[src/sv/spc_pkg.sv]
package spc_pkg;

	localparam int STEPS_PER_TURN = 2048;
	localparam int POS_W = $clog2(STEPS_PER_TURN);
	localparam int HALF_TURN = STEPS_PER_TURN / 2;
	localparam int COUNT_W = 8;

	// Depth of the queue between the front and the back.
	localparam int QDEPTH = 4;
	localparam int QPTR_W = $clog2(QDEPTH);

	localparam logic [2:0] MODE_TICK      = 3'd0;
	localparam logic [2:0] MODE_STEP      = 3'd1;
	localparam logic [2:0] MODE_HOME      = 3'd2;
	localparam logic [2:0] MODE_ABS_SHORT = 3'd3;
	localparam logic [2:0] MODE_ABS_SLICE = 3'd4;
	localparam logic [2:0] MODE_REL       = 3'd5;

	typedef struct packed {
		logic [2:0]         mode;
		logic               direction;
		logic [10:0]        target;
		logic [COUNT_W-1:0] step_count;
		logic               limit_switch;
	} cmd_t;

	typedef struct packed {
		logic [3:0]  coil_pattern;
		logic [10:0] position;
		logic        busy_res;
		logic        stepped;
		logic        move_done;
		logic        homed;
	} res_t;

	typedef enum logic [2:0] {
		OP_TICK,
		OP_STEP,
		OP_HOME,
		OP_ABS,
		OP_REL,
		OP_NONE
	} op_t;

	// A classified word as it waits in the queue.
	typedef struct packed {
		op_t                op;
		logic               direction;
		logic               slice;
		logic [POS_W-1:0]   target;
		logic [COUNT_W-1:0] count;
		logic               pressed;
	} job_t;

	typedef enum logic [1:0] {
		KIND_IDLE,
		KIND_HOME,
		KIND_ABS,
		KIND_REL
	} kind_t;

endpackage

[src/sv/spc_front.sv]
module spc_front (
	input  logic          clk,
	input  logic          arst_n,
	input  logic          cmd_valid,
	output logic          cmd_stall,
	input  spc_pkg::cmd_t cmd,
	output logic          job_valid,
	input  logic          job_take,
	output spc_pkg::job_t job
);
	import spc_pkg::*;

	job_t              job_in;
	job_t              job_q [QDEPTH];
	logic [QPTR_W-1:0] wr_ptr_q;
	logic [QPTR_W-1:0] rd_ptr_q;
	logic [QPTR_W:0]   count_q;
	logic              push;
	logic              pop;

	always_comb begin
		job_in.direction = cmd.direction;
		job_in.slice     = (cmd.mode == MODE_ABS_SLICE);
		job_in.target    = POS_W'(cmd.target % STEPS_PER_TURN);
		job_in.count     = cmd.step_count;
		job_in.pressed   = ~cmd.limit_switch;
		unique case (cmd.mode) inside
			MODE_TICK:                      job_in.op = OP_TICK;
			MODE_STEP:                      job_in.op = OP_STEP;
			MODE_HOME:                      job_in.op = OP_HOME;
			MODE_ABS_SHORT, MODE_ABS_SLICE: job_in.op = OP_ABS;
			MODE_REL:                       job_in.op = OP_REL;
			default:                        job_in.op = OP_NONE;
		endcase
	end

	assign cmd_stall = (count_q == (QPTR_W+1)'(QDEPTH));
	assign job_valid = (count_q != '0);
	assign push      = cmd_valid && !cmd_stall;
	assign pop       = job_take && job_valid;
	assign job       = job_q[rd_ptr_q];

	always_ff @(posedge clk) begin
		if (push) begin
			job_q[wr_ptr_q] <= job_in;
		end
	end

	always_ff @(posedge clk or negedge arst_n) begin
		if (!arst_n) begin
			wr_ptr_q <= '0;
			rd_ptr_q <= '0;
			count_q  <= '0;
		end else begin
			if (push) begin
				wr_ptr_q <= wr_ptr_q + 1'b1;
			end
			if (pop) begin
				rd_ptr_q <= rd_ptr_q + 1'b1;
			end
			if (push && !pop) begin
				count_q <= count_q + 1'b1;
			end else if (pop && !push) begin
				count_q <= count_q - 1'b1;
			end
		end
	end

endmodule

[src/sv/spc_back.sv]
module spc_back (
	input  logic          clk,
	input  logic          arst_n,
	input  logic          job_valid,
	output logic          job_take,
	input  spc_pkg::job_t job,
	output logic          res_valid,
	input  logic          res_stall,
	output spc_pkg::res_t res
);
	import spc_pkg::*;

	logic [1:0]         phase_q;
	logic [POS_W-1:0]   pos_q;
	kind_t              kind_q;
	logic               mdir_q;
	logic [POS_W-1:0]   goal_q;
	logic [COUNT_W-1:0] left_q;
	logic               last_q;
	logic               res_valid_q;
	res_t               res_q;

	kind_t              kind_d;
	logic [1:0]         phase_d;
	logic [POS_W-1:0]   pos_d;
	logic               mdir_d;
	logic [POS_W-1:0]   goal_d;
	logic [COUNT_W-1:0] left_d;
	logic               last_d;
	logic               stepped_d;
	logic               done_d;
	logic               homed_d;

	logic               step_dir;
	logic [1:0]         step_phase;
	logic [POS_W-1:0]   step_pos;
	logic [COUNT_W-1:0] left_dec;
	logic               home_hit;
	logic               abs_above;
	logic [POS_W-1:0]   dist_up;
	logic [POS_W-1:0]   dist_down;
	logic               abs_dir;
	logic               abs_here;

	assign job_take = job_valid && (!res_valid_q || !res_stall);

	// One step of the motor in the direction that a single-step word calls for, else in the direction of the current move.
	always_comb begin
		step_dir = (job.op == OP_STEP) ? job.direction : mdir_q;
		if (step_dir) begin
			step_phase = phase_q - 2'd1;
			step_pos   = (pos_q == '0) ? POS_W'(STEPS_PER_TURN - 1) : pos_q - 1'b1;
		end else begin
			step_phase = phase_q + 2'd1;
			step_pos   = ({1'b0, pos_q} + 1'b1 >= (POS_W+1)'(STEPS_PER_TURN)) ?
				'0 : pos_q + 1'b1;
		end
	end

	always_comb begin
		left_dec  = left_q - 1'b1;
		home_hit  = job.pressed && last_q;
		abs_above = (job.target > pos_q);
		abs_here  = (job.target == pos_q);
		dist_up   = job.target - pos_q;
		dist_down = pos_q - job.target;
		if (abs_above) begin
			abs_dir = job.slice ? 1'b0 :
				!({1'b0, dist_up} < (POS_W+1)'(HALF_TURN));
		end else begin
			abs_dir = job.slice ? 1'b1 :
				({1'b0, dist_down} < (POS_W+1)'(HALF_TURN));
		end
	end

	// Next move kind.
	always_comb begin
		kind_d = kind_q;
		unique case (job.op)
			OP_TICK: begin
				unique case (kind_q)
					KIND_HOME: if (home_hit) kind_d = KIND_IDLE;
					KIND_ABS:  if (step_pos == goal_q) kind_d = KIND_IDLE;
					KIND_REL:  if (left_dec == '0) kind_d = KIND_IDLE;
					default:   kind_d = KIND_IDLE;
				endcase
			end
			OP_STEP: kind_d = KIND_IDLE;
			OP_HOME: kind_d = KIND_HOME;
			OP_ABS:  kind_d = abs_here ? KIND_IDLE : KIND_ABS;
			OP_REL:  kind_d = (job.count == '0) ? KIND_IDLE : KIND_REL;
			default: kind_d = kind_q;
		endcase
	end

	// Datapath updates and result flags.
	always_comb begin
		phase_d   = phase_q;
		pos_d     = pos_q;
		mdir_d    = mdir_q;
		goal_d    = goal_q;
		left_d    = left_q;
		last_d    = last_q;
		stepped_d = 1'b0;
		done_d    = 1'b0;
		homed_d   = 1'b0;
		unique case (job.op)
			OP_TICK: begin
				unique case (kind_q)
					KIND_HOME: begin
						if (home_hit) begin
							pos_d   = '0;
							done_d  = 1'b1;
							homed_d = 1'b1;
						end else begin
							last_d    = job.pressed;
							phase_d   = step_phase;
							pos_d     = step_pos;
							stepped_d = 1'b1;
						end
					end
					KIND_ABS: begin
						phase_d   = step_phase;
						pos_d     = step_pos;
						stepped_d = 1'b1;
						done_d    = (step_pos == goal_q);
					end
					KIND_REL: begin
						phase_d   = step_phase;
						pos_d     = step_pos;
						stepped_d = 1'b1;
						left_d    = left_dec;
						done_d    = (left_dec == '0);
					end
					default: ;
				endcase
			end
			OP_STEP: begin
				phase_d   = step_phase;
				pos_d     = step_pos;
				stepped_d = 1'b1;
			end
			OP_HOME: begin
				mdir_d = job.direction;
				last_d = 1'b0;
			end
			OP_ABS: begin
				mdir_d = abs_dir;
				goal_d = job.target;
				done_d = abs_here;
			end
			OP_REL: begin
				mdir_d = job.direction;
				left_d = job.count;
				done_d = (job.count == '0);
			end
			default: ;
		endcase
	end

	always_ff @(posedge clk or negedge arst_n) begin
		if (!arst_n) begin
			phase_q     <= '0;
			pos_q       <= '0;
			kind_q      <= KIND_IDLE;
			mdir_q      <= 1'b0;
			goal_q      <= '0;
			left_q      <= '0;
			last_q      <= 1'b0;
			res_valid_q <= 1'b0;
		end else begin
			if (job_take) begin
				phase_q     <= phase_d;
				pos_q       <= pos_d;
				kind_q      <= kind_d;
				mdir_q      <= mdir_d;
				goal_q      <= goal_d;
				left_q      <= left_d;
				last_q      <= last_d;
				res_valid_q <= 1'b1;
			end else if (!res_stall) begin
				res_valid_q <= 1'b0;
			end
		end
	end

	always_ff @(posedge clk) begin
		if (job_take) begin
			res_q.coil_pattern <= 4'b0001 << phase_d;
			res_q.position     <= 11'(pos_d);
			res_q.busy_res     <= (kind_d != KIND_IDLE);
			res_q.stepped      <= stepped_d;
			res_q.move_done    <= done_d;
			res_q.homed        <= homed_d;
		end
	end

	assign res_valid = res_valid_q;
	assign res       = res_q;

endmodule

[src/sv/stepper_position_controller.sv]
// Four-phase wave-drive stepper controller. Each word on the cmd channel is either a step
// tick or a command (single step, homing, absolute move by shortest path or without wrap,
// relative move); each gives exactly one word on the res channel with the one-hot coil
// drive, the step position modulo one turn and the move status. A word is classified on
// entry and written into a four-entry queue, then the back end carries it out against the
// motor state and loads the result register, which holds it until the receiver takes it.
// The block sustains one word per clock while neither side stalls; the queue and the
// result register let either side stall without stopping the other.
module stepper_position_controller (
	input  logic          clk,
	input  logic          arst_n,
	input  logic          cmd_valid,
	output logic          cmd_stall,
	input  spc_pkg::cmd_t cmd,
	output logic          res_valid,
	input  logic          res_stall,
	output spc_pkg::res_t res
);
	import spc_pkg::*;

	logic job_valid;
	logic job_take;
	job_t job;

	spc_front u_front (
		.clk       (clk),
		.arst_n    (arst_n),
		.cmd_valid (cmd_valid),
		.cmd_stall (cmd_stall),
		.cmd       (cmd),
		.job_valid (job_valid),
		.job_take  (job_take),
		.job       (job)
	);

	spc_back u_back (
		.clk       (clk),
		.arst_n    (arst_n),
		.job_valid (job_valid),
		.job_take  (job_take),
		.job       (job),
		.res_valid (res_valid),
		.res_stall (res_stall),
		.res       (res)
	);

endmodule
[config.mk]
export PLATFORM = sky130hd
export DESIGN_NAME = stepper_position_controller
export DESIGN_NICKNAME = d
export VERILOG_FILES = /design/src/sv/spc_pkg.sv /design/src/sv/spc_front.sv /design/src/sv/spc_back.sv /design/src/sv/stepper_position_controller.sv
export SDC_FILE = /design/constraint.sdc
export NUM_CORES = 1
export LEC_CHECK = 0
export CAP_MARGIN = 20
export CORE_MARGIN = 3
export CORE_UTILIZATION = 34
export DETAILED_ROUTE_END_ITERATION = 8
export DONT_BUFFER_PORTS = 1
export PLACE_DENSITY = 0.62
export SLEW_MARGIN = 20
export SYNTH_ARGS = -nofsm -noshare
export SYNTH_HDL_FRONTEND = slang
export SYNTH_SLANG_ARGS = --single-unit
export TNS_END_PERCENT = 30
[constraint.sdc]
create_clock -name clk -period 3.95 [get_ports clk]
set_clock_uncertainty 0.15 [all_clocks]
set_input_delay 0.79 -clock clk [delete_from_list [all_inputs] [get_ports clk]]
set_output_delay 0.79 -clock clk [all_outputs]
set_load 0.02 [all_outputs]
==> flow_summary.ini <==
[timing]
holdWs_ns = 0.0641
hold_viol = 0
fmaxAchievable_mhz = 268
rsz0062_at_grt = no
finalMaxSlewViolations = 0
worst_slew_pin_slew_ns = 0.720
fin_crit_ns = 3.73
final.period_utilization_pct = 94.4
setup_viol = 0
max-slew-margin-rel_pct = 51.9
fin_setup_tns_ns = 0

[route]
post_drt_wl_per_cell_um = 17.7
final_antenna_net_count = 0
drt-pass1-iter-count = 6
drt_iter0_drc = 477
drc = 0
wl_um = 17500
via_count = 5188
vias_per_cell = 5.25

[layout]
area_growth_pct = 13.3
fin_nets = 715
design_area_um2 = 9270
drive_gt1_share_pct = 16.9
diodes = 0
final_core_util_pct = 39.4

[floorplanning]
core-area_um2 = 23500
rows = 56
initial_utilization_pct = 34.8
io_pins = 49
dieArea_um2 = 26000
die_x_um = 161
die_h_um = 161

[synthesis]
synth_seq_cells = 163
ys.flop_type = edfxtp_1
syn_area_um2 = 8180
yosysSeqAreaShare_pct = 57.1
ys_async_sr_fraction_pct = 27.0
synth_edf_count = 119
syn_nets = 699
synth_common_cells = edfxtp_1, dfrtp_1, o21ai_0
synth_top_area_share_pct = 43.7
synth.most_common_cell = edfxtp_1
yosysTopAreaCell = edfxtp_1
synth_cell_type_count = 68
syn_inst = 640
avgSynthCellArea_um2 = 12.8
synth.yosys.warnings = 0
synth.area.top_cells = edfxtp_1, dfrtp_1, mux4_2, ha_1, o21ai_0

[clocking]
cts_tree = built
clk_pin_slew_ns = 0.07
clockBufferDepth = 2
clock-sinks = 163
cts_made_buffers = 17
clk_latency_ns = 0.42
root_buffer = clkbuf_16
postCtsSetupBuffers = 0
htree_levels = 4

[power]
ir_drop_mv = 0.407
power_leakage_uw = 0.00343
powerDensity_nw_per_um2 = 866

[grt]
antenna_found_initial = 0
overflow = 0
gr-usage-all-layers_pct = 13.9
grt_pass1_vias = 5087
grt_max_degree = 45
grt_pass1_wl_um = 28600

[worst_setup_path]
r2r_cells = 9
worstPathArrival_ns = 3.75
setup.worst_path.start = u_front.rd_ptr_q[0]
start_kind = register
r2r_start = u_front.rd_ptr_q[0]
crit_fanout = 7
required_ns = 3.97
crit_type = register to register
endpoint = u_back.res[1]
r2r_setup_slack_ns = 0.22
reg2reg_to = u_back.res[1]
cp-end-kind = register

[placed_design]
gp_congestion = 0.892
dp_hpwl_um = 12000
numPortBuffers = 0
place_area_um2 = 8640

[worst_hold_path]
hp-class = input pin to async pin

[flow_run]
maxCapViolations = 0

[outcome]
outcome = finished clean
==> worst max-delay path, stage by stage (launching register included) <==
cell and delay [ns]:
dfrtp_1 0.52, mux4_2 0.57, or3b_1 0.43, buf_4 0.19
a211oi_2 0.45, a32oi_1 0.20, mux2i_1 0.19, xor2_1 0.28
nor3_1 0.13, a311o_1 0.37
==> how the worst min path moves through the flow <==
stage / startpoint / depth (start not counted) / to
6_report: arst_n / 1 / u_back.left_q[7]
5_1_grt: arst_n / 1 / u_back.left_q[1]
4_1_cts: arst_n / 1 / u_back.goal_q[3]
3_5_place_dp: u_front.count_q[2] / 1 / u_front.count_q[2]
3_3_place_gp: u_front.count_q[2] / 1 / u_front.count_q[2]
2_1_floorplan: u_front.count_q[2] / 1 / u_front.count_q[2]
==> cell type report <==
class                   instances  area [µm²]
flip-flops and latches        163        4670
fillers                      2254       14300
repair buffers                 32         260
inverters                      38         143
well taps                     319         399
clock buffers                  17         425
multi-input cells             404        3200
clock inverters                15         169
==> stage by stage <==
stage | setup WS [ns] | total power [µW] | instances
finish | 0.223 | 8020 | 988
global route | 0.0363 | 8580 | 988
CTS | 0.256 | 8050 | 988
detailed placement | 0.269 | 6330 | 955
global placement | 0.349 | 6310 | 955
floorplan | 0.0214 | 5410 | 640
==> report_power, final <==
group          internal, µW  switching (µW)  total (µW)
clock network           951             731        1680
logic                  1460            1920        3380
registers              2430             530        2960
==> sequential cells by signal, indices dropped and copies added (netlist names), 3 cells and up <==
signal	count
u_back.res	19
u_back.pos_q	11
u_back.goal_q	11
u_back.left_q	8
u_front.job_q	100
u_front.count_q	3
==> kinds of logic after synthesis <==
kind of cell	synth area share (%)
AO/OA/AOI/OAI	12.1
XOR/XNOR	2.25
adder cells (fa/ha/maj)	4.83
buffers and inverters	3.82
flip-flops	57.1
multiplexers	10.4
AND/OR/NAND/NOR	9.53
==> cells in the final DEF, fill, tap and decap left out, types with 13 or more instances in the layout <==
| cell | n |
|---|---|
| a21oi_1 | 30 |
| nor2_1 | 29 |
| xnor2_1 | 15 |
| nand2_1 | 38 |
| inv_1 | 38 |
| clkbuf_16 | 17 |
| mux2_2 | 17 |
| nor3_1 | 19 |
| o21ai_0 | 41 |
| dfrtp_1 | 44 |
| buf_4 | 31 |
| a21o_1 | 13 |
| ha_1 | 30 |
| edfxtp_1 | 119 |
| nand3_1 | 13 |
| mux4_2 | 21 |
==> layer usage <==
| metal | GRT usage [%] | vias up | routed length, µm |
|---|---|---|---|
| met5 | 0 | - | 0 |
| met4 | 4.54 | 0 | 287 |
| met3 | 3.18 | 25 | 987 |
| met2 | 20.2 | 169 | 7690 |
| met1 | 20.7 | 2537 | 8540 |
| li1 | - | 2457 | - |
==> repair_timing <==
action	4_1_cts	5_1_grt
resized for setup	0	1
hold buffers	1	0
hold endpoints to repair	44	0
endpoints found under the setup margin	0	1
Power figures use the tool's default switching activity.
